===== config.mk =====
export PLATFORM = sky130hd
export DESIGN_NAME = i2c_master_byte_sequencer
export DESIGN_NICKNAME = d
export VERILOG_FILES = /design/src/hw/rtl/i2cms_pkg.sv /design/src/hw/rtl/i2c_master_byte_sequencer.sv /design/src/hw/rtl/i2cms_in_stage.sv /design/src/hw/rtl/i2cms_seq.sv
export SDC_FILE = /design/constraint.sdc
export NUM_CORES = 1
export LEC_CHECK = 0
export BUFFER_PORTS_ARGS = -buffer_cell sky130_fd_sc_hd__buf_2
export CORE_MARGIN = 1
export CORE_UTILIZATION = 50
export DETAILED_ROUTE_END_ITERATION = 12
export GPL_TIMING_DRIVEN = 1
export PLACE_DENSITY_LB_ADDON = 0.12
export SETUP_SLACK_MARGIN = 0.4
export SYNTH_ARGS = -nofsm -noshare
export SYNTH_HDL_FRONTEND = slang
export SYNTH_SLANG_ARGS = --single-unit

===== constraint.sdc =====
create_clock -name clk -period 4.8 [get_ports clk]
set_input_delay 0.24 -clock clk [delete_from_list [all_inputs] [get_ports clk]]
set_output_delay 0.24 -clock clk [all_outputs]
set_load 0.005 [all_outputs]

===== src/hw/rtl/i2cms_pkg.sv =====
package i2cms_pkg;

  localparam int unsigned DLY_W   = 10;
  localparam int unsigned POLL_W  = 8;
  localparam int unsigned BYTE_W  = 8;
  localparam int unsigned BCNT_W  = 4;
  localparam int unsigned OP_W    = 3;
  localparam int unsigned CFG_IDX_W = 1;
  localparam int unsigned CFG_DATA_W = DLY_W;

  localparam logic [DLY_W-1:0]  PHASE_DELAY_RST = DLY_W'(10);
  localparam logic [POLL_W-1:0] ACK_POLL_RST    = POLL_W'(20);
  localparam logic [BCNT_W-1:0] BITS_PER_BYTE   = BCNT_W'(8);

  typedef enum logic [CFG_IDX_W-1:0] {
    CFG_PHASE_DELAY = 1'b0,
    CFG_ACK_POLL    = 1'b1
  } cfg_idx_t;

  typedef enum logic [OP_W-1:0] {
    OP_START     = 3'd0,
    OP_STOP      = 3'd1,
    OP_WRITE     = 3'd2,
    OP_READ_ACK  = 3'd3,
    OP_READ_NACK = 3'd4
  } opcode_t;

  typedef enum logic [16:0] {
    PH_IDLE     = 17'b00000000000000001,
    PH_ST_A     = 17'b00000000000000010,
    PH_ST_B     = 17'b00000000000000100,
    PH_SP_A     = 17'b00000000000001000,
    PH_SP_B     = 17'b00000000000010000,
    PH_WB_SETUP = 17'b00000000000100000,
    PH_WB_HIGH  = 17'b00000000001000000,
    PH_WB_LOW   = 17'b00000000010000000,
    PH_WA_POLL  = 17'b00000000100000000,
    PH_WA_HOLD  = 17'b00000001000000000,
    PH_WA_LOW   = 17'b00000010000000000,
    PH_RB_SETUP = 17'b00000100000000000,
    PH_RB_HIGH  = 17'b00001000000000000,
    PH_RB_LOW   = 17'b00010000000000000,
    PH_AK_SETUP = 17'b00100000000000000,
    PH_AK_HIGH  = 17'b01000000000000000,
    PH_AK_LOW   = 17'b10000000000000000
  } phase_t;

  typedef struct packed {
    logic              tick;
    logic              sda_in;
    logic              cmd_valid;
    logic [OP_W-1:0]   opcode;
    logic [BYTE_W-1:0] tx_byte;
  } item_t;

  typedef struct packed {
    logic              scl_out;
    logic              sda_out;
    logic              ready_res;
    logic              done_res;
    logic [BYTE_W-1:0] rx_byte;
    logic              ack_error;
  } result_t;

  typedef struct packed {
    logic [DLY_W-1:0]  phase_delay_ticks;
    logic [POLL_W-1:0] ack_poll_limit;
  } cfg_t;

endpackage


===== src/hw/rtl/i2c_master_byte_sequencer.sv =====
// I2C master byte sequencer, pin-level.
// Input channel (in_valid/in_ready): one transaction per clock of the bus
// engine, carrying the time tick, sampled SDA and an optional command
// (start, stop, write byte with ACK poll, read byte then ACK or NACK).
// Result channel (out_valid/out_ready): exactly one transaction per input
// transaction, in order, giving SCL/SDA drive levels, ready, a done pulse,
// the last received byte and the ack error flag.
// Config channel (cfg_valid/cfg_ready, always ready): index 0 sets the
// ticks per delay phase, index 1 the ACK poll limit. Write only while idle.
// An accepted input passes through the input register, then the result
// register, before its result appears on the out_ ports. Throughput: one
// transaction per cycle while the result channel does not stall, one sequencer step each.
// When out_ready is low the result register holds, the input register
// fills, and in_ready drops until the result is taken; nothing is lost.
// Reset (rst_n low, synchronous): sequencer idle, SCL/SDA released high,
// rx byte and error cleared, delay 10 ticks, poll limit 20; both
// pipeline registers empty.
module i2c_master_byte_sequencer (
  input  logic                                clk,
  input  logic                                rst_n,
  input  logic                                in_valid,
  output logic                                in_ready,
  input  logic                                in_tick,
  input  logic                                in_sda_in,
  input  logic                                in_cmd_valid,
  input  logic [i2cms_pkg::OP_W-1:0]          in_opcode,
  input  logic [i2cms_pkg::BYTE_W-1:0]        in_tx_byte,
  output logic                                out_valid,
  input  logic                                out_ready,
  output logic                                out_scl_out,
  output logic                                out_sda_out,
  output logic                                out_ready_res,
  output logic                                out_done_res,
  output logic [i2cms_pkg::BYTE_W-1:0]        out_rx_byte,
  output logic                                out_ack_error,
  input  logic                                cfg_valid,
  output logic                                cfg_ready,
  input  logic [i2cms_pkg::CFG_IDX_W-1:0]     cfg_index,
  input  logic [i2cms_pkg::CFG_DATA_W-1:0]    cfg_data
);

  i2cms_pkg::item_t   in_item;
  i2cms_pkg::item_t   item;
  i2cms_pkg::result_t res;
  i2cms_pkg::result_t res_r;
  i2cms_pkg::cfg_t    cfg_r;
  logic               item_valid;
  logic               step;
  logic               out_valid_r;
  logic               out_valid_nxt;

  assign in_item.tick      = in_tick;
  assign in_item.sda_in    = in_sda_in;
  assign in_item.cmd_valid = in_cmd_valid;
  assign in_item.opcode    = in_opcode;
  assign in_item.tx_byte   = in_tx_byte;

  assign step = item_valid && (!out_valid_r || out_ready);

  i2cms_in_stage u_in_stage (
    .clk        (clk),
    .rst_n      (rst_n),
    .in_valid   (in_valid),
    .in_ready   (in_ready),
    .in_item    (in_item),
    .take       (step),
    .item_valid (item_valid),
    .item       (item)
  );

  i2cms_seq u_seq (
    .clk   (clk),
    .rst_n (rst_n),
    .step  (step),
    .item  (item),
    .cfg   (cfg_r),
    .res   (res)
  );

  assign cfg_ready = 1'b1;

  always_ff @(posedge clk) begin
    if (!rst_n) begin
      cfg_r.phase_delay_ticks <= i2cms_pkg::PHASE_DELAY_RST;
      cfg_r.ack_poll_limit    <= i2cms_pkg::ACK_POLL_RST;
    end else if (cfg_valid) begin
      unique case (cfg_index)
        i2cms_pkg::CFG_PHASE_DELAY: cfg_r.phase_delay_ticks <= cfg_data;
        i2cms_pkg::CFG_ACK_POLL:
          cfg_r.ack_poll_limit <= cfg_data[i2cms_pkg::POLL_W-1:0];
        default: begin
        end
      endcase
    end
  end

  assign out_valid_nxt = step ? 1'b1 : (out_ready ? 1'b0 : out_valid_r);

  always_ff @(posedge clk) begin
    if (!rst_n) begin
      out_valid_r <= 1'b0;
    end else begin
      out_valid_r <= out_valid_nxt;
    end
  end

  always_ff @(posedge clk) begin
    if (step) begin
      res_r <= res;
    end
  end

  assign out_valid     = out_valid_r;
  assign out_scl_out   = res_r.scl_out;
  assign out_sda_out   = res_r.sda_out;
  assign out_ready_res = res_r.ready_res;
  assign out_done_res  = res_r.done_res;
  assign out_rx_byte   = res_r.rx_byte;
  assign out_ack_error = res_r.ack_error;

endmodule


===== src/hw/rtl/i2cms_in_stage.sv =====
module i2cms_in_stage (
  input  logic            clk,
  input  logic            rst_n,
  input  logic            in_valid,
  output logic            in_ready,
  input  i2cms_pkg::item_t in_item,
  input  logic            take,
  output logic            item_valid,
  output i2cms_pkg::item_t item
);

  logic             valid_r;
  logic             valid_nxt;
  i2cms_pkg::item_t item_r;

  assign in_ready   = !valid_r || take;
  assign valid_nxt  = in_ready ? in_valid : valid_r;
  assign item_valid = valid_r;
  assign item       = item_r;

  always_ff @(posedge clk) begin
    if (!rst_n) begin
      valid_r <= 1'b0;
    end else begin
      valid_r <= valid_nxt;
    end
  end

  always_ff @(posedge clk) begin
    if (in_valid && in_ready) begin
      item_r <= in_item;
    end
  end

endmodule


===== src/hw/rtl/i2cms_seq.sv =====
module i2cms_seq (
  input  logic               clk,
  input  logic               rst_n,
  input  logic               step,
  input  i2cms_pkg::item_t   item,
  input  i2cms_pkg::cfg_t    cfg,
  output i2cms_pkg::result_t res
);

  i2cms_pkg::phase_t                  phase_r, phase_nxt;
  logic [i2cms_pkg::BCNT_W-1:0]       bit_cnt_r, bit_cnt_nxt, bit_inc;
  logic [i2cms_pkg::DLY_W-1:0]        dly_r, dly_nxt, dly_dec;
  logic [i2cms_pkg::POLL_W-1:0]       poll_r, poll_nxt;
  logic [i2cms_pkg::BYTE_W-1:0]       shift_r, shift_nxt;
  logic [i2cms_pkg::BYTE_W-1:0]       rx_hold_r, rx_hold_nxt;
  logic                               scl_r, scl_nxt;
  logic                               sda_r, sda_nxt;
  logic                               err_r, err_nxt;
  logic                               nack_r, nack_nxt;
  logic                               dly_end;
  logic                               done;

  assign dly_end = item.tick && (dly_r <= i2cms_pkg::DLY_W'(1));
  assign dly_dec = !item.tick ? dly_r :
                   (dly_end ? '0 : dly_r - i2cms_pkg::DLY_W'(1));
  assign bit_inc = bit_cnt_r + i2cms_pkg::BCNT_W'(1);

  always_comb begin
    phase_nxt   = phase_r;
    bit_cnt_nxt = bit_cnt_r;
    dly_nxt     = dly_r;
    poll_nxt    = poll_r;
    shift_nxt   = shift_r;
    rx_hold_nxt = rx_hold_r;
    scl_nxt     = scl_r;
    sda_nxt     = sda_r;
    err_nxt     = err_r;
    nack_nxt    = nack_r;
    done        = 1'b0;

    unique case (phase_r)
      i2cms_pkg::PH_IDLE: begin
        if (item.cmd_valid) begin
          unique case (item.opcode)
            i2cms_pkg::OP_START: begin
              sda_nxt   = 1'b1;
              scl_nxt   = 1'b1;
              phase_nxt = i2cms_pkg::PH_ST_A;
              dly_nxt   = cfg.phase_delay_ticks;
            end
            i2cms_pkg::OP_STOP: begin
              scl_nxt   = 1'b1;
              sda_nxt   = 1'b0;
              phase_nxt = i2cms_pkg::PH_SP_A;
              dly_nxt   = cfg.phase_delay_ticks;
            end
            i2cms_pkg::OP_WRITE: begin
              scl_nxt     = 1'b0;
              sda_nxt     = item.tx_byte[i2cms_pkg::BYTE_W-1];
              shift_nxt   = {item.tx_byte[i2cms_pkg::BYTE_W-2:0], 1'b0};
              bit_cnt_nxt = '0;
              phase_nxt   = i2cms_pkg::PH_WB_SETUP;
              dly_nxt     = cfg.phase_delay_ticks;
            end
            i2cms_pkg::OP_READ_ACK, i2cms_pkg::OP_READ_NACK: begin
              nack_nxt    = (item.opcode == i2cms_pkg::OP_READ_NACK);
              sda_nxt     = 1'b1;
              shift_nxt   = '0;
              bit_cnt_nxt = '0;
              phase_nxt   = i2cms_pkg::PH_RB_SETUP;
              dly_nxt     = cfg.phase_delay_ticks;
            end
            default: begin
            end
          endcase
        end
      end
      i2cms_pkg::PH_ST_A: begin
        dly_nxt = dly_dec;
        if (dly_end) begin
          sda_nxt   = 1'b0;
          phase_nxt = i2cms_pkg::PH_ST_B;
          dly_nxt   = cfg.phase_delay_ticks;
        end
      end
      i2cms_pkg::PH_SP_A: begin
        dly_nxt = dly_dec;
        if (dly_end) begin
          sda_nxt   = 1'b1;
          phase_nxt = i2cms_pkg::PH_SP_B;
          dly_nxt   = cfg.phase_delay_ticks;
        end
      end
      i2cms_pkg::PH_ST_B, i2cms_pkg::PH_SP_B, i2cms_pkg::PH_AK_LOW: begin
        dly_nxt = dly_dec;
        if (dly_end) begin
          phase_nxt = i2cms_pkg::PH_IDLE;
          done      = 1'b1;
        end
      end
      i2cms_pkg::PH_WB_SETUP: begin
        dly_nxt = dly_dec;
        if (dly_end) begin
          scl_nxt   = 1'b1;
          phase_nxt = i2cms_pkg::PH_WB_HIGH;
          dly_nxt   = cfg.phase_delay_ticks;
        end
      end
      i2cms_pkg::PH_WB_HIGH: begin
        dly_nxt = dly_dec;
        if (dly_end) begin
          scl_nxt   = 1'b0;
          phase_nxt = i2cms_pkg::PH_WB_LOW;
          dly_nxt   = cfg.phase_delay_ticks;
        end
      end
      i2cms_pkg::PH_WB_LOW: begin
        dly_nxt = dly_dec;
        if (dly_end) begin
          bit_cnt_nxt = bit_inc;
          if (bit_inc < i2cms_pkg::BITS_PER_BYTE) begin
            sda_nxt   = shift_r[i2cms_pkg::BYTE_W-1];
            shift_nxt = {shift_r[i2cms_pkg::BYTE_W-2:0], 1'b0};
            phase_nxt = i2cms_pkg::PH_WB_SETUP;
            dly_nxt   = cfg.phase_delay_ticks;
          end else begin
            sda_nxt   = 1'b1;
            scl_nxt   = 1'b1;
            poll_nxt  = cfg.ack_poll_limit;
            phase_nxt = i2cms_pkg::PH_WA_POLL;
          end
        end
      end
      i2cms_pkg::PH_WA_POLL: begin
        if (item.tick) begin
          priority if (!item.sda_in) begin
            phase_nxt = i2cms_pkg::PH_WA_HOLD;
            dly_nxt   = cfg.phase_delay_ticks;
          end else if (poll_r <= i2cms_pkg::POLL_W'(1)) begin
            poll_nxt  = '0;
            err_nxt   = 1'b1;
            phase_nxt = i2cms_pkg::PH_IDLE;
            done      = 1'b1;
          end else begin
            poll_nxt = poll_r - i2cms_pkg::POLL_W'(1);
          end
        end
      end
      i2cms_pkg::PH_WA_HOLD: begin
        dly_nxt = dly_dec;
        if (dly_end) begin
          scl_nxt   = 1'b0;
          phase_nxt = i2cms_pkg::PH_WA_LOW;
          dly_nxt   = cfg.phase_delay_ticks;
        end
      end
      i2cms_pkg::PH_WA_LOW: begin
        dly_nxt = dly_dec;
        if (dly_end) begin
          err_nxt   = 1'b0;
          phase_nxt = i2cms_pkg::PH_IDLE;
          done      = 1'b1;
        end
      end
      i2cms_pkg::PH_RB_SETUP: begin
        dly_nxt = dly_dec;
        if (dly_end) begin
          scl_nxt   = 1'b1;
          phase_nxt = i2cms_pkg::PH_RB_HIGH;
          dly_nxt   = cfg.phase_delay_ticks;
        end
      end
      i2cms_pkg::PH_RB_HIGH: begin
        dly_nxt = dly_dec;
        if (dly_end) begin
          shift_nxt = {shift_r[i2cms_pkg::BYTE_W-2:0], item.sda_in};
          scl_nxt   = 1'b0;
          phase_nxt = i2cms_pkg::PH_RB_LOW;
          dly_nxt   = cfg.phase_delay_ticks;
        end
      end
      i2cms_pkg::PH_RB_LOW: begin
        dly_nxt = dly_dec;
        if (dly_end) begin
          bit_cnt_nxt = bit_inc;
          if (bit_inc < i2cms_pkg::BITS_PER_BYTE) begin
            phase_nxt = i2cms_pkg::PH_RB_SETUP;
          end else begin
            rx_hold_nxt = shift_r;
            sda_nxt     = nack_r;
            phase_nxt   = i2cms_pkg::PH_AK_SETUP;
          end
          dly_nxt = cfg.phase_delay_ticks;
        end
      end
      i2cms_pkg::PH_AK_SETUP: begin
        dly_nxt = dly_dec;
        if (dly_end) begin
          scl_nxt   = 1'b1;
          phase_nxt = i2cms_pkg::PH_AK_HIGH;
          dly_nxt   = cfg.phase_delay_ticks;
        end
      end
      i2cms_pkg::PH_AK_HIGH: begin
        dly_nxt = dly_dec;
        if (dly_end) begin
          scl_nxt   = 1'b0;
          phase_nxt = i2cms_pkg::PH_AK_LOW;
          dly_nxt   = cfg.phase_delay_ticks;
        end
      end
      default: begin
        phase_nxt = i2cms_pkg::PH_IDLE;
      end
    endcase
  end

  assign res.scl_out   = scl_nxt;
  assign res.sda_out   = sda_nxt;
  assign res.ready_res = (phase_nxt == i2cms_pkg::PH_IDLE);
  assign res.done_res  = done;
  assign res.rx_byte   = rx_hold_nxt;
  assign res.ack_error = err_nxt;

  always_ff @(posedge clk) begin
    if (!rst_n) begin
      phase_r   <= i2cms_pkg::PH_IDLE;
      bit_cnt_r <= '0;
      dly_r     <= '0;
      poll_r    <= '0;
      shift_r   <= '0;
      rx_hold_r <= '0;
      scl_r     <= 1'b1;
      sda_r     <= 1'b1;
      err_r     <= 1'b0;
      nack_r    <= 1'b0;
    end else if (step) begin
      phase_r   <= phase_nxt;
      bit_cnt_r <= bit_cnt_nxt;
      dly_r     <= dly_nxt;
      poll_r    <= poll_nxt;
      shift_r   <= shift_nxt;
      rx_hold_r <= rx_hold_nxt;
      scl_r     <= scl_nxt;
      sda_r     <= sda_nxt;
      err_r     <= err_nxt;
      nack_r    <= nack_nxt;
    end
  end

endmodule


==> impl_results.md, run 1 <==
* Mean post-synth cell area at 8.492 um^2
* M1 wire length at 7.053 mm
* PD cells at 328.4 mW/mm^2
* Comb pwr share at 12.5%
* DRT Wirelength at 15.22 mm
* Xor/xnor cell area share of the yosys netlist at 1.691%
* Filler instances at 1022
* Maximum buffer depth of the clock tree at 2
* Static Leak at 2.365 nW
* Max Freq at 329.5 MHz
* Arr. time, crit path at 3.13 ns
* Mux cell area share after synthesis at 2.986%
* Place WS at 1.838 ns
* Register area share after synthesis at 41.99%
* CTS root buf: clkbuf_16
* Worst VDD drop at 0.3198 mV
* TNS Setup at 0 ns
* GRT overflow at 0
* Hold Path Sink: u_in_stage.item[3]
* Netlist cell types at 84
* Internal at 0.001514 W
* Final hold violation count at 0
* Final worst path period share at 63.23%
* Drt wl/cell at 18.12 um
* Post-synthesis async set-or-reset flop share at 0%
* Initial Utilization at 51.88%
* Reg2reg setup slack at 1.77 ns
* Drt drc at 0
* Routed met3 length at 1.171 mm
* Pins Over Slew Limit at 0
* GPL Wtd Cong at 0.9807
* Row cnt at 38
* Commonest non-fill, non-tap cells in the layout: nand2_1, nor2_1, dfxtp_1, a21oi_1, o21ai_0
* Die footprint at 0.01183 mm^2
* Final nets at 730
* CTS Buf Count at 9
* Final worst path period need at 3.035 ns
* Count of hold-fix buffers inserted at cts at 0
* Metal2 WL at 6.696 mm
* Critical-path top delay cell: nand2_1
* Vias/cell at 6.140
* Largest stage delay on the critical path at 0.46 ns
* Worst Tran Pin Value at 1.130 ns
* Synth warn at 0
* Via count at 5158
* Run status: finished, final reports clean
* Post-Synthesis Cells at 671
* Ant diodes at 0
* R2r endpoint: out_sda_out
* Post-synth EDFFs at 27
* CTS tree: done
* Placed Cells incl. Taps at 824
* Min-delay src: in_tx_byte[3]
* Clock-pin slew on the worst setup and hold paths at 0.08 ns
* Psw at 0.0005537 W
* Max_cap viols at 0
* Largest net degree at the start of global routing at 64
* Largest family of logic cells by synthesized area: simple AND/OR/NAND/NOR gates
* Ys flop type: dfxtp_1
* Via count of the first global-routing pass at 4706
* Share of synthesized cell area in full adder, half adder and majority cells at 1.098%
* Die Span Y at 108.8 um
* Worst Reg-to-Reg Cells at 10
* Clock Latency Late Sink at 0.36 ns
* Initial antenna violation count at 0
* Register bit count reported by yosys at 106
* Post-CTS sizing at 0
* Mapped Nets at 706
* Global-route wire length before repair at 24.74 mm
* Normalized max-slew margin at 23.70%
* Antenna Nets Post-Route at 0
* DRT Pass-1 Iters at 5
* IO buf count at 44
* HPWL after DPL at 10.78 mm
* Die width at 108.8 um
* RSZ-0062 raised after global routing: false
* Switching Share at 26.78%
* H-tree Lvls at 3
* Hold Path Class: in -> reg
* Post-Synth Simple-Gate Area at 27.65%
* CP Capture Type: flop
* Highest routed layer: met4
* Fin cells at 840
* Iteration-0 DRC Markers at 499
* Cell Area, Synth at 0.005698 mm^2
* Area Overhead vs Synth at 10.50%
* Reg2reg start: u_seq.dly_r[0]
* Top cell by count, worst path: nand2_1
* WP data required at 4.90 ns
* Most common cell after layout, fill and taps aside: nand2_1
* GRT Overall Usage at 27.56%
* Setup CP Type: reg -> reg
* Sequential power share at 47.7%
* Top delay family on crit path: simple AND/OR/NAND/NOR gates
* Cell Chain, Critical Path: inv_1 -> ha_1 -> o21bai_1 -> nor2_1 -> nand2_1 -> nor2_1 -> nand2_1 -> inv_1 -> a221oi_1 -> nand2_1
* Critical-path maximum fanout at 14
* Number of buffers and inverters on the critical path at 2
* Core box area at 0.01098 mm^2
* Cells on Worst Hold Path at 1
* Clk_skew at 0.009060 ns
* Final WS setup at 1.765 ns
* Complex-gate fraction of the synthesized area at 20.66%
* Clock Power Share at 39.8%
* Postcts setup bufs at 0
* Layout cell share with drive strength beyond 1 at 14.57%
* Setup violators final at 0
* Crit path launch type: flop
* I/O pins at 46
* Clock Sinks at 106
==> worst max path at each step <==
| stage | depth (start not counted) | end | startpoint | slack [ns] |
|---|---|---|---|---|
| after floorplan | 8 | out_sda_out | u_in_stage.item[13] | 2.48 |
| after global placement | 10 | out_sda_out | u_seq.dly_r[0] | 1.88 |
| after detailed placement | 10 | out_sda_out | u_seq.dly_r[0] | 1.84 |
| after CTS | 10 | out_sda_out | u_seq.dly_r[0] | 1.81 |
| after global routing | 10 | out_sda_out | u_seq.dly_r[0] | 1.52 |
| final | 10 | out_sda_out | u_seq.dly_r[0] | 1.77 |
==> synth_stat cells, types with 6 or more instances <==
cell	instances	area, um^2
edfxtp_1	27	810.8
nand2b_1	13	81.33
a21oi_1	63	315.3
buf_2	13	65.06
a22oi_1	8	60.06
nor2_1	79	296.5
xor2_1	7	61.31
nor4_1	12	75.07
o21ai_0	49	245.2
nand3_1	18	90.09
a211oi_1	7	52.55
dfxtp_1	79	1582
nand2_1	95	356.6
mux2_2	8	90.09
mux2i_1	8	80.08
clkbuf_1	20	75.07
inv_1	9	33.78
nor3_1	22	110.1
nor2b_1	6	37.54
==> sequential cells by signal, indices dropped and copies added (netlist names), 4 cells and up <==
signal and cells:
u_seq.bit_cnt_r 4, u_seq.poll_r 8, u_seq.rx_hold_r 8, u_seq.phase_r 17, out_rx_byte 8, u_seq.dly_r 10, cfg_r 18, u_in_stage.item 14
u_seq.shift_r 8
==> area by class of cell <==
type / instances / area (um^2) / area share [%]
Multi-Input combinational cell: 517 / 3085 / 49.01
Sequential cell: 106 / 2392 / 38.00
Timing Repair Buffer: 51 / 272.8 / 4.332
Clock buffer: 9 / 225.2 / 3.577
Tap cell: 140 / 175.2 / 2.782
Clock inverter: 7 / 107.6 / 1.709
Inverter: 10 / 37.54 / 0.5962
==> metal layers <==
metal  GRT usage (%)  vias to the layer above
li1                -                     2498
met1           39.64                     2409
met2           40.37                      220
met3           6.934                       31
met4           8.494                        0
met5               0                        -
==> cells by family after synthesis <==
family | Yosys count
xor+xnor | 11
simple gates | 302
compound gates | 182
fa+ha+maj | 5
other cells | 1
flops | 106
mux | 16
buf+inv | 48
==> power groups by stage <==
stage / clock network [W] / registers [W] / logic [W]
2_1_floorplan: 0 / 0.000992 / 0.000184
3_3_place_gp: 0 / 0.00101 / 0.000251
3_5_place_dp: 0 / 0.00101 / 0.000253
4_1_cts: 0.000835 / 0.000985 / 0.000254
5_1_grt: 0.000872 / 0.000991 / 0.000285
6_report: 0.000823 / 0.000986 / 0.000258
==> metrics by stage <==
step	hold slack, ns	cell area (um^2)	total power (W)	util (%)
after floorplan	0.3389	5698	0.001177	-
after global placement	0.4161	5963	0.001256	54.29
after detailed placement	0.4181	5963	0.001259	54.29
after CTS	0.04202	6296	0.002074	57.33
after global routing	0.03396	6296	0.002149	57.33
final	0.05434	6296	0.002067	57.33
(Power assumes the default switching activity.)
==> inputs of run 2 (changes only) <==
--- a/config.mk
+++ b/config.mk
@@ -5,6 +5,7 @@
 export SDC_FILE = /design/constraint.sdc
 export NUM_CORES = 1
 export LEC_CHECK = 0
+export ABC_AREA = 1
 export BUFFER_PORTS_ARGS = -buffer_cell sky130_fd_sc_hd__buf_2
 export CORE_MARGIN = 1
 export CORE_UTILIZATION = 50
==> constraint.sdc (replaced) <==
create_clock -name clk -period 2.7 [get_ports clk]
set_input_delay 0.135 -clock clk [delete_from_list [all_inputs] [get_ports clk]]
set_output_delay 0.135 -clock clk [all_outputs]
set_load 0.005 [all_outputs]
==> run 2 against run 1 <==
Compared with the run above: clock skew fell by 0.00063 ns; flip-flop and latch count unchanged; clock-buffer cell count rose by 3; utilization grew 2.4 points; hold slack worse by 0.043 ns; maximum frequency up 39%.
==> impl_results.md, run 2 <==
* Run status: finished, final reports clean
* DRT Wirelength at 16.57 mm (+8.9%)
* Mux cell area share after synthesis at 0% (-3.0 points)
* Xor/xnor cell area share of the yosys netlist at 1.533% (-0.16 points)
* Ys flop type: dfxtp_1
* IO buf count at 44 (unchanged)
* Clock Sinks at 106 (unchanged)
* Reg2reg setup slack at 0.51 ns (-1.25 ns)
* WP depth at 11 (+1)
* Via count at 6123 (+19%)
* GRT Overall Usage at 26.30% (-1.3 points)
* Netlist cell types at 50 (-40%)
* Cell Chain, Critical Path: nor2_4 -> nand2_2 -> nor2_8 -> buf_4 -> nand4_4 -> inv_1 -> nand2_1 -> nor2_1 -> a21oi_1 -> o21ai_0 -> inv_1
* Placed cell areas at 0.006646 mm^2 (+11%)
* Initial Utilization at 51.90% (about the same)
* Pins Over Slew Limit at 0 (unchanged)
* Post-Synth Simple-Gate Area at 32.88% (+5.2 points)
* Worst Tran Pin Value at 0.6689 ns (-0.4608 ns)
* I/O pins at 46 (unchanged)
* Max FFs per register at 18 (unchanged)
* Final worst path period need at 2.188 ns (-0.8468 ns)
* Maximum buffer depth of the clock tree at 2 (unchanged)
* Mapped Nets at 939 (+33%)
* Post-Synthesis Cells at 904 (+35%)
* Register bit count reported by yosys at 106 (unchanged)
* Clk_skew at 0.008431 ns (-0.0006293 ns)
* Post-synth EDFFs at 27 (unchanged)
* Layout cell share with drive strength beyond 1 at 15.23% (+0.65 points)
* Final WS setup at 0.5120 ns (-1.253 ns)
* Core box area at 0.01211 mm^2 (+10%)
* Largest family of logic cells by synthesized area: simple AND/OR/NAND/NOR gates
* Biggest register: cfg_r
* Iteration-0 DRC Markers at 518 (+3.8%)
* Clock-pin slew on the worst setup and hold paths at 0.07 ns (about the same)
* TNS Setup at 0 ns (unchanged)
* Setup CP Type: reg -> reg
* Critical Path End: u_seq.rx_hold_r[3]
* CP startpoint: u_seq.phase_r[3]
* Critical-path top delay cell: dfxtp_1
* Global-route wire length before repair at 26.76 mm (+8.2%)
* Mean post-synth cell area at 6.954 um^2 (-18%)
* Final Instance Area at 0.007233 mm^2 (+15%)
* Top-area cell type share of the netlist area at 25.16% (-2.6 points)
* Most common cell in the netlist: nand2_1
* Register area share after synthesis at 38.06% (-3.9 points)
* Die width at 114.1 um (+4.9%)
* CTS Buf Count at 9 (unchanged)
* Initial antenna violation count at 0 (unchanged)
* Max_cap viols at 0 (unchanged)
* Top delay family on crit path: simple AND/OR/NAND/NOR gates
* Critical-path maximum fanout at 10 (-4)
* Vias/cell at 5.371 (-13%)
* Number of buffers and inverters on the critical path at 3 (+1)
* Final hold violation count at 0 (unchanged)
* Commonest non-fill, non-tap cells in the layout: nand2_1, nor2_1, inv_1, dfxtp_1
* Static Leak at 3.315 nW (+40%)
* Reg2reg start: u_seq.phase_r[3]
* Drt drc at 0 (unchanged)
* CP Capture Type: flop
* PD cells at 543.3 mW/mm^2 (+65%)
* Final worst path period share at 81.04% (+18 points)
* Max Freq at 457.0 MHz (+39%)
* Arr. time, crit path at 2.45 ns (-0.68 ns)
* Via count of the first global-routing pass at 5356 (+14%)
* Post-synthesis async set-or-reset flop share at 0% (unchanged)
* Normalized max-slew margin at 55.07% (+31 points)
* Share of synthesized cell area in full adder, half adder and majority cells at 0.9952% (-0.10 points)
* HPWL after DPL at 11.86 mm (+10%)
* Final nets at 1002 (+37%)
* CTS tree: done
* Setup violators final at 0 (unchanged)
* Synth warn at 0 (unchanged)
* H-tree Lvls at 3 (unchanged)
* Largest net degree at the start of global routing at 51 (-20%)
* Ant diodes at 0 (unchanged)
* WP data required at 2.96 ns (-1.94 ns)
* Cell Area, Synth at 0.006286 mm^2 (+10%)
* Clock Latency Late Sink at 0.36 ns (about the same)
* R2r endpoint: u_seq.rx_hold_r[3]
* Most common cell after layout, fill and taps aside: nand2_1
* Place WS at 0.3328 ns (-1.505 ns)
* Top cell by count, worst path: inv_1
* Area Overhead vs Synth at 15.07%
* CTS root buf: clkbuf_16
* Worst VDD drop at 0.5626 mV (+76%)
* Die Span Y at 114.1 um (+4.9%)
* DRT Pass-1 Iters at 5 (unchanged)
* Cell taking the most area after synthesis: dfxtp_1
* Largest stage delay on the critical path at 0.39 ns (-0.07 ns)
* Leading post-synthesis cells by cell area: dfxtp_1, edfxtp_1, nand2_1
* Drt wl/cell at 14.53 um (-20%)
* Crit path launch type: flop
* Hold Path Class: in -> reg
* Row cnt at 40 (+5.3%)
* Complex-gate fraction of the synthesized area at 16.88% (-3.8 points)
* Antenna Nets Post-Route at 0 (unchanged)
* RSZ-0062 raised after global routing: true
* GRT overflow at 0 (unchanged)
* GPL Wtd Cong at 0.9426 (-3.9%)
* Worst Reg-to-Reg Cells at 11 (+1)
* Die footprint at 0.01302 mm^2 (+10%)
* Most common library cells after synthesis: nand2_1, nor2_1, inv_1
[run 2: cell count changes in the layout (fill, tap and decap cells not counted), moves of 11 or more]
cell / delta
buf_4: +17
nand3_1: +56
nor4_1: -12
nor2_1: +47
o21ai_1: +15
dlygate4sd3_1: +16
o21ai_0: +25
nand2b_1: -13
nand4_1: +11
nand2_1: +60
nand2_2: +14
inv_1: +93
[run 2: kinds of logic after synthesis]
logic type | count (synthesis)
adder cells (fa/ha/maj) | 5
flip-flops | 106
AND/OR/NAND/NOR | 442
XOR/XNOR | 11
other | 1
AO/OA/AOI/OAI | 193
buffers and inverters | 146
[run 2: timing repair]
action                                  4_1_cts  5_1_grt
buffers inserted                              0       10
endpoints found under the setup margin        5       44
pin swaps                                     0        4
resized for setup                             3       11
hold endpoints to repair                     16        0
gates cloned                                  0        1
hold buffers                                 16        0
[run 2: worst min path at each step]
| stage | startpoint | to | slack, ns | cells past startpoint |
|---|---|---|---|---|
| final | cfg_data[3] | cfg_r[11] | 0.01 | 3 |
| after global routing | cfg_data[3] | cfg_r[11] | 0.03 | 3 |
| after CTS | cfg_data[3] | cfg_r[11] | 0.003 | 3 |
| after detailed placement | in_opcode[0] | u_in_stage.item[8] | 0.31 | 1 |
| after global placement | in_tx_byte[2] | u_in_stage.item[2] | 0.31 | 1 |
| after floorplan | in_tx_byte[0] | u_in_stage.item[0] | 0.23 | 0 |
[run 2: layout make-up]
class / count / area (um^2)
Clock buffer: 12 / 267.8
Fill cell: 1190 / 4878
Inverter: 112 / 422.9
Tap cell: 168 / 210.2
Clock inverter: 4 / 31.28
Multi-Input combinational cell: 653 / 3337
Sequential cell: 106 / 2392
Timing Repair Buffer: 85 / 571.8
[run 2: worst min-delay path, delay by kind of cell]
family	cells	cell delay, ns
buffers and inverters	1	0.10
AND/OR/NAND/NOR	2	0.11
[run 2: through the flow]
stage | utilization [%] | cells | hold WS (ns) | total power (W)
after floorplan | - | 904 | 0.2339 | 0.002372
after global placement | 54.88 | 1097 | 0.3113 | 0.002576
after detailed placement | 54.88 | 1097 | 0.3131 | 0.002575
after CTS | 58.77 | 1129 | 0.002612 | 0.003907
after global routing | 59.72 | 1140 | 0.02749 | 0.004113
final | 59.72 | 1140 | 0.01163 | 0.003930
[run 2: routing by layer]
layer	vias to the layer above	share of wire, %	global-route usage, %
li1	3125	-	-
met3	27	6.4	7.147
met4	0	1.9	8.745
met1	2780	47	35.90
met2	191	44	40.24
met5	-	0	0
[run 2: power breakdown]
group | internal, W | leakage, nW | switching [W] | total, W
sequential | 0.00172 | 0.904 | 0.0000592 | 0.00178
combinational | 0.000280 | 2.26 | 0.000548 | 0.000827
clock | 0.000714 | 0.149 | 0.000606 | 0.00132
total | 0.00272 | 3.32 | 0.00121 | 0.00393
==> inputs of run 3 (changes only) <==
==> constraint.sdc (replaced) <==
create_clock -name clk -period 1.9 [get_ports clk]
set_input_delay 0.095 -clock clk [delete_from_list [all_inputs] [get_ports clk]]
set_output_delay 0.095 -clock clk [all_outputs]
set_load 0.005 [all_outputs]
==> run 3 against run 2 <==
Compared with the run above: the flow now finishes with violations (negative hold slack, negative setup slack); clock skew rose by 0.0033 ns; utilization rose by 19 points; critical path type unchanged; non-clock buffer count rose by 146; sequential power rose by 43%; setup slack got worse by 0.65 ns; sequential share of layout area fell by 7.7 points; first-iteration DRC count rose by 38%; power rose by 67%; final cell count rose by 13%; via count rose by 20%; clock-buffer cell count fell by 3.
==> impl_results.md, run 3 (synthesized netlist as in run 2, its figures left out) <==
* Final hold violation count at 2 (+2)
* Run status: complete, but fails checks
* DRT Pass-1 Iters at 5 (unchanged)
* Violated checks: negative hold slack, negative setup slack
* Final worst path period need at 2.038 ns (-0.1502 ns)
* Drt drc at 0 (unchanged)
* Area Overhead vs Synth at 51.83%
* Pins Over Slew Limit at 0 (unchanged)
* Die Span Y at 114.1 um (unchanged)
* Max_cap viols at 0 (unchanged)
* Row cnt at 40 (unchanged)
* RSZ-0062 raised after global routing: true
* Clock Latency Late Sink at 0.37 ns (about the same)
* Max Freq at 490.7 MHz (+7.4%)
* Arr. time, crit path at 2.29 ns (-0.16 ns)
* Final Instance Area at 0.009544 mm^2 (+32%)
* GRT overflow at 0 (unchanged)
* IO buf count at 44 (unchanged)
* HPWL after DPL at 13.26 mm (+12%)
* Crit path launch type: flop
* Setup violators final at 47 (+47)
* Most common cell after layout, fill and taps aside: buf_4
* WP data required at 2.15 ns (-0.81 ns)
* PD cells at 686.4 mW/mm^2 (+26%)
* CTS tree: done
* Final worst path period share at 107.3% (+26 points)
* Placed cell areas at 0.007537 mm^2 (+13%)
* Fin cells at 1286 (+13%)
* Antenna Nets Post-Route at 0 (unchanged)
* Hold_ws at -0.007029 ns (-0.01866 ns)
* Clock Sinks at 106 (unchanged)
* Critical-path maximum fanout at 6 (-4)
* Initial Utilization at 51.90% (unchanged)
* Hold Path Class: in -> reg
* Vias/cell at 5.722 (+6.5%)
* Initial antenna violation count at 0 (unchanged)
* Via count at 7358 (+20%)
* Commonest non-fill, non-tap cells in the layout: buf_4, nand2_1, nor2_1, inv_1, dfxtp_1
* Via count of the first global-routing pass at 6371 (+19%)
* Final WS setup at -0.1378 ns (-0.6498 ns)
* Drt wl/cell at 17.37 um (+20%)
* GPL Wtd Cong at 0.9690 (+2.8%)
* Static Leak at 4.336 nW (+31%)
* Die width at 114.1 um (unchanged)
* Global-route wire length before repair at 31.17 mm (+16%)
* H-tree Lvls at 3 (unchanged)
* CTS root buf: clkbuf_16
* Biggest register: cfg_r
* DRT Wirelength at 22.34 mm (+35%)
* Setup CP Type: reg -> reg
* Maximum buffer depth of the clock tree at 2 (unchanged)
* Clock-pin slew on the worst setup and hold paths at 0.08 ns (about the same)
* CTS Buf Count at 9 (unchanged)
* Placed Cells incl. Taps at 1197 (+9.1%)
* Worst VDD drop at 0.6350 mV (+13%)
* GRT Overall Usage at 30.81% (+4.5 points)
* Die footprint at 0.01302 mm^2 (unchanged)
* Clk_skew at 0.01176 ns (+0.003330 ns)
* TNS Setup at -2.728 ns (-2.728 ns)
* Ant diodes at 0 (unchanged)
* Final nets at 1148 (+15%)
* Core box area at 0.01211 mm^2 (unchanged)
* Iteration-0 DRC Markers at 713 (+38%)
* Max FFs per register at 18 (unchanged)
* Largest net degree at the start of global routing at 30 (-41%)
* CP Capture Type: flop
* Layout cell share with drive strength beyond 1 at 42.31% (+27 points)
* I/O pins at 46 (unchanged)
[run 3: cell types whose count changed in the layout (fill, tap and decap cells not counted), sizes merged]
cell / delta
buf: +140
inv: +2
dlygate4sd3: +4
nand2: -1
clkbuf: -1
nand3: +1
bufinv: +1
[run 3: area by class of cell]
cell class | count | area (um^2)
Fill cell | 792 | 2567
Multi-Input combinational cell | 653 | 4242
Inverter | 112 | 441.7
Clock buffer | 9 | 225.2
Clock inverter | 7 | 92.59
Timing Repair Buffer | 231 | 1912
Sequential cell | 106 | 2421
Tap cell | 168 | 210.2
[run 3: stage by stage]
step           setup slack (ns)  total power, W  hold WS (ns)  util (%)
2_1_floorplan            0.1435        0.003444        0.1939         -
3_3_place_gp            -0.1728        0.003867        0.2718     62.23
3_5_place_dp            -0.1871        0.003879        0.2731     62.23
4_1_cts                -0.01595        0.006097     0.0004380     71.55
5_1_grt                 -0.2371        0.006749       0.03590     78.80
6_report                -0.1378        0.006551     -0.007029     78.80
[run 3: final timing paths]
path	slack (ns)	to	cells past startpoint	start
worst max-delay path	-0.14	u_seq.shift_r[1]	13	u_seq.dly_r[0]
worst min-delay path	-0.007	cfg_r[14]	3	cfg_data[6]
worst max register to register	-0.14	u_seq.shift_r[1]	13	u_seq.dly_r[0]
worst min register to register	0.49	cfg_r[0]	2	cfg_r[0]
[run 3: critical path, stage by stage, from the launching register on]
cell and delay, ns:
dfxtp_4 0.38, inv_4 0.07, ha_4 0.15, o21ai_2 0.05
nor2_1 0.11, nand2_2 0.10, buf_6 0.16, o21ai_2 0.17
o21ai_1 0.13, nor2_2 0.17, nand2_4 0.10, buf_6 0.15
o21ai_1 0.13, a21oi_1 0.06
[run 3: where the power goes]
part / switching [W] / internal [W] / leakage, nW
sequential: 0.0000884 / 0.00245 / 0.911
combinational: 0.00114 / 0.000839 / 3.27
clock: 0.000974 / 0.00106 / 0.156
total: 0.00220 / 0.00435 / 4.34
[run 3: metal layers]
layer	global-route usage, %	vias to the layer above	part of all wire (%)
met5	0	-	0
met4	14.63	0	5.1
met3	4.923	126	8.2
met2	49.90	399	48
met1	40.27	3407	39
li1	-	3426	-
[run 3: repair_timing]
item	in CTS	in global routing
gates resized for setup	120	171
endpoints found under the hold margin	21	0
buffers inserted	24	24
pin swaps	41	55
cloned	2	3
hold buffers	20	0
endpoints found under the setup margin	82	72
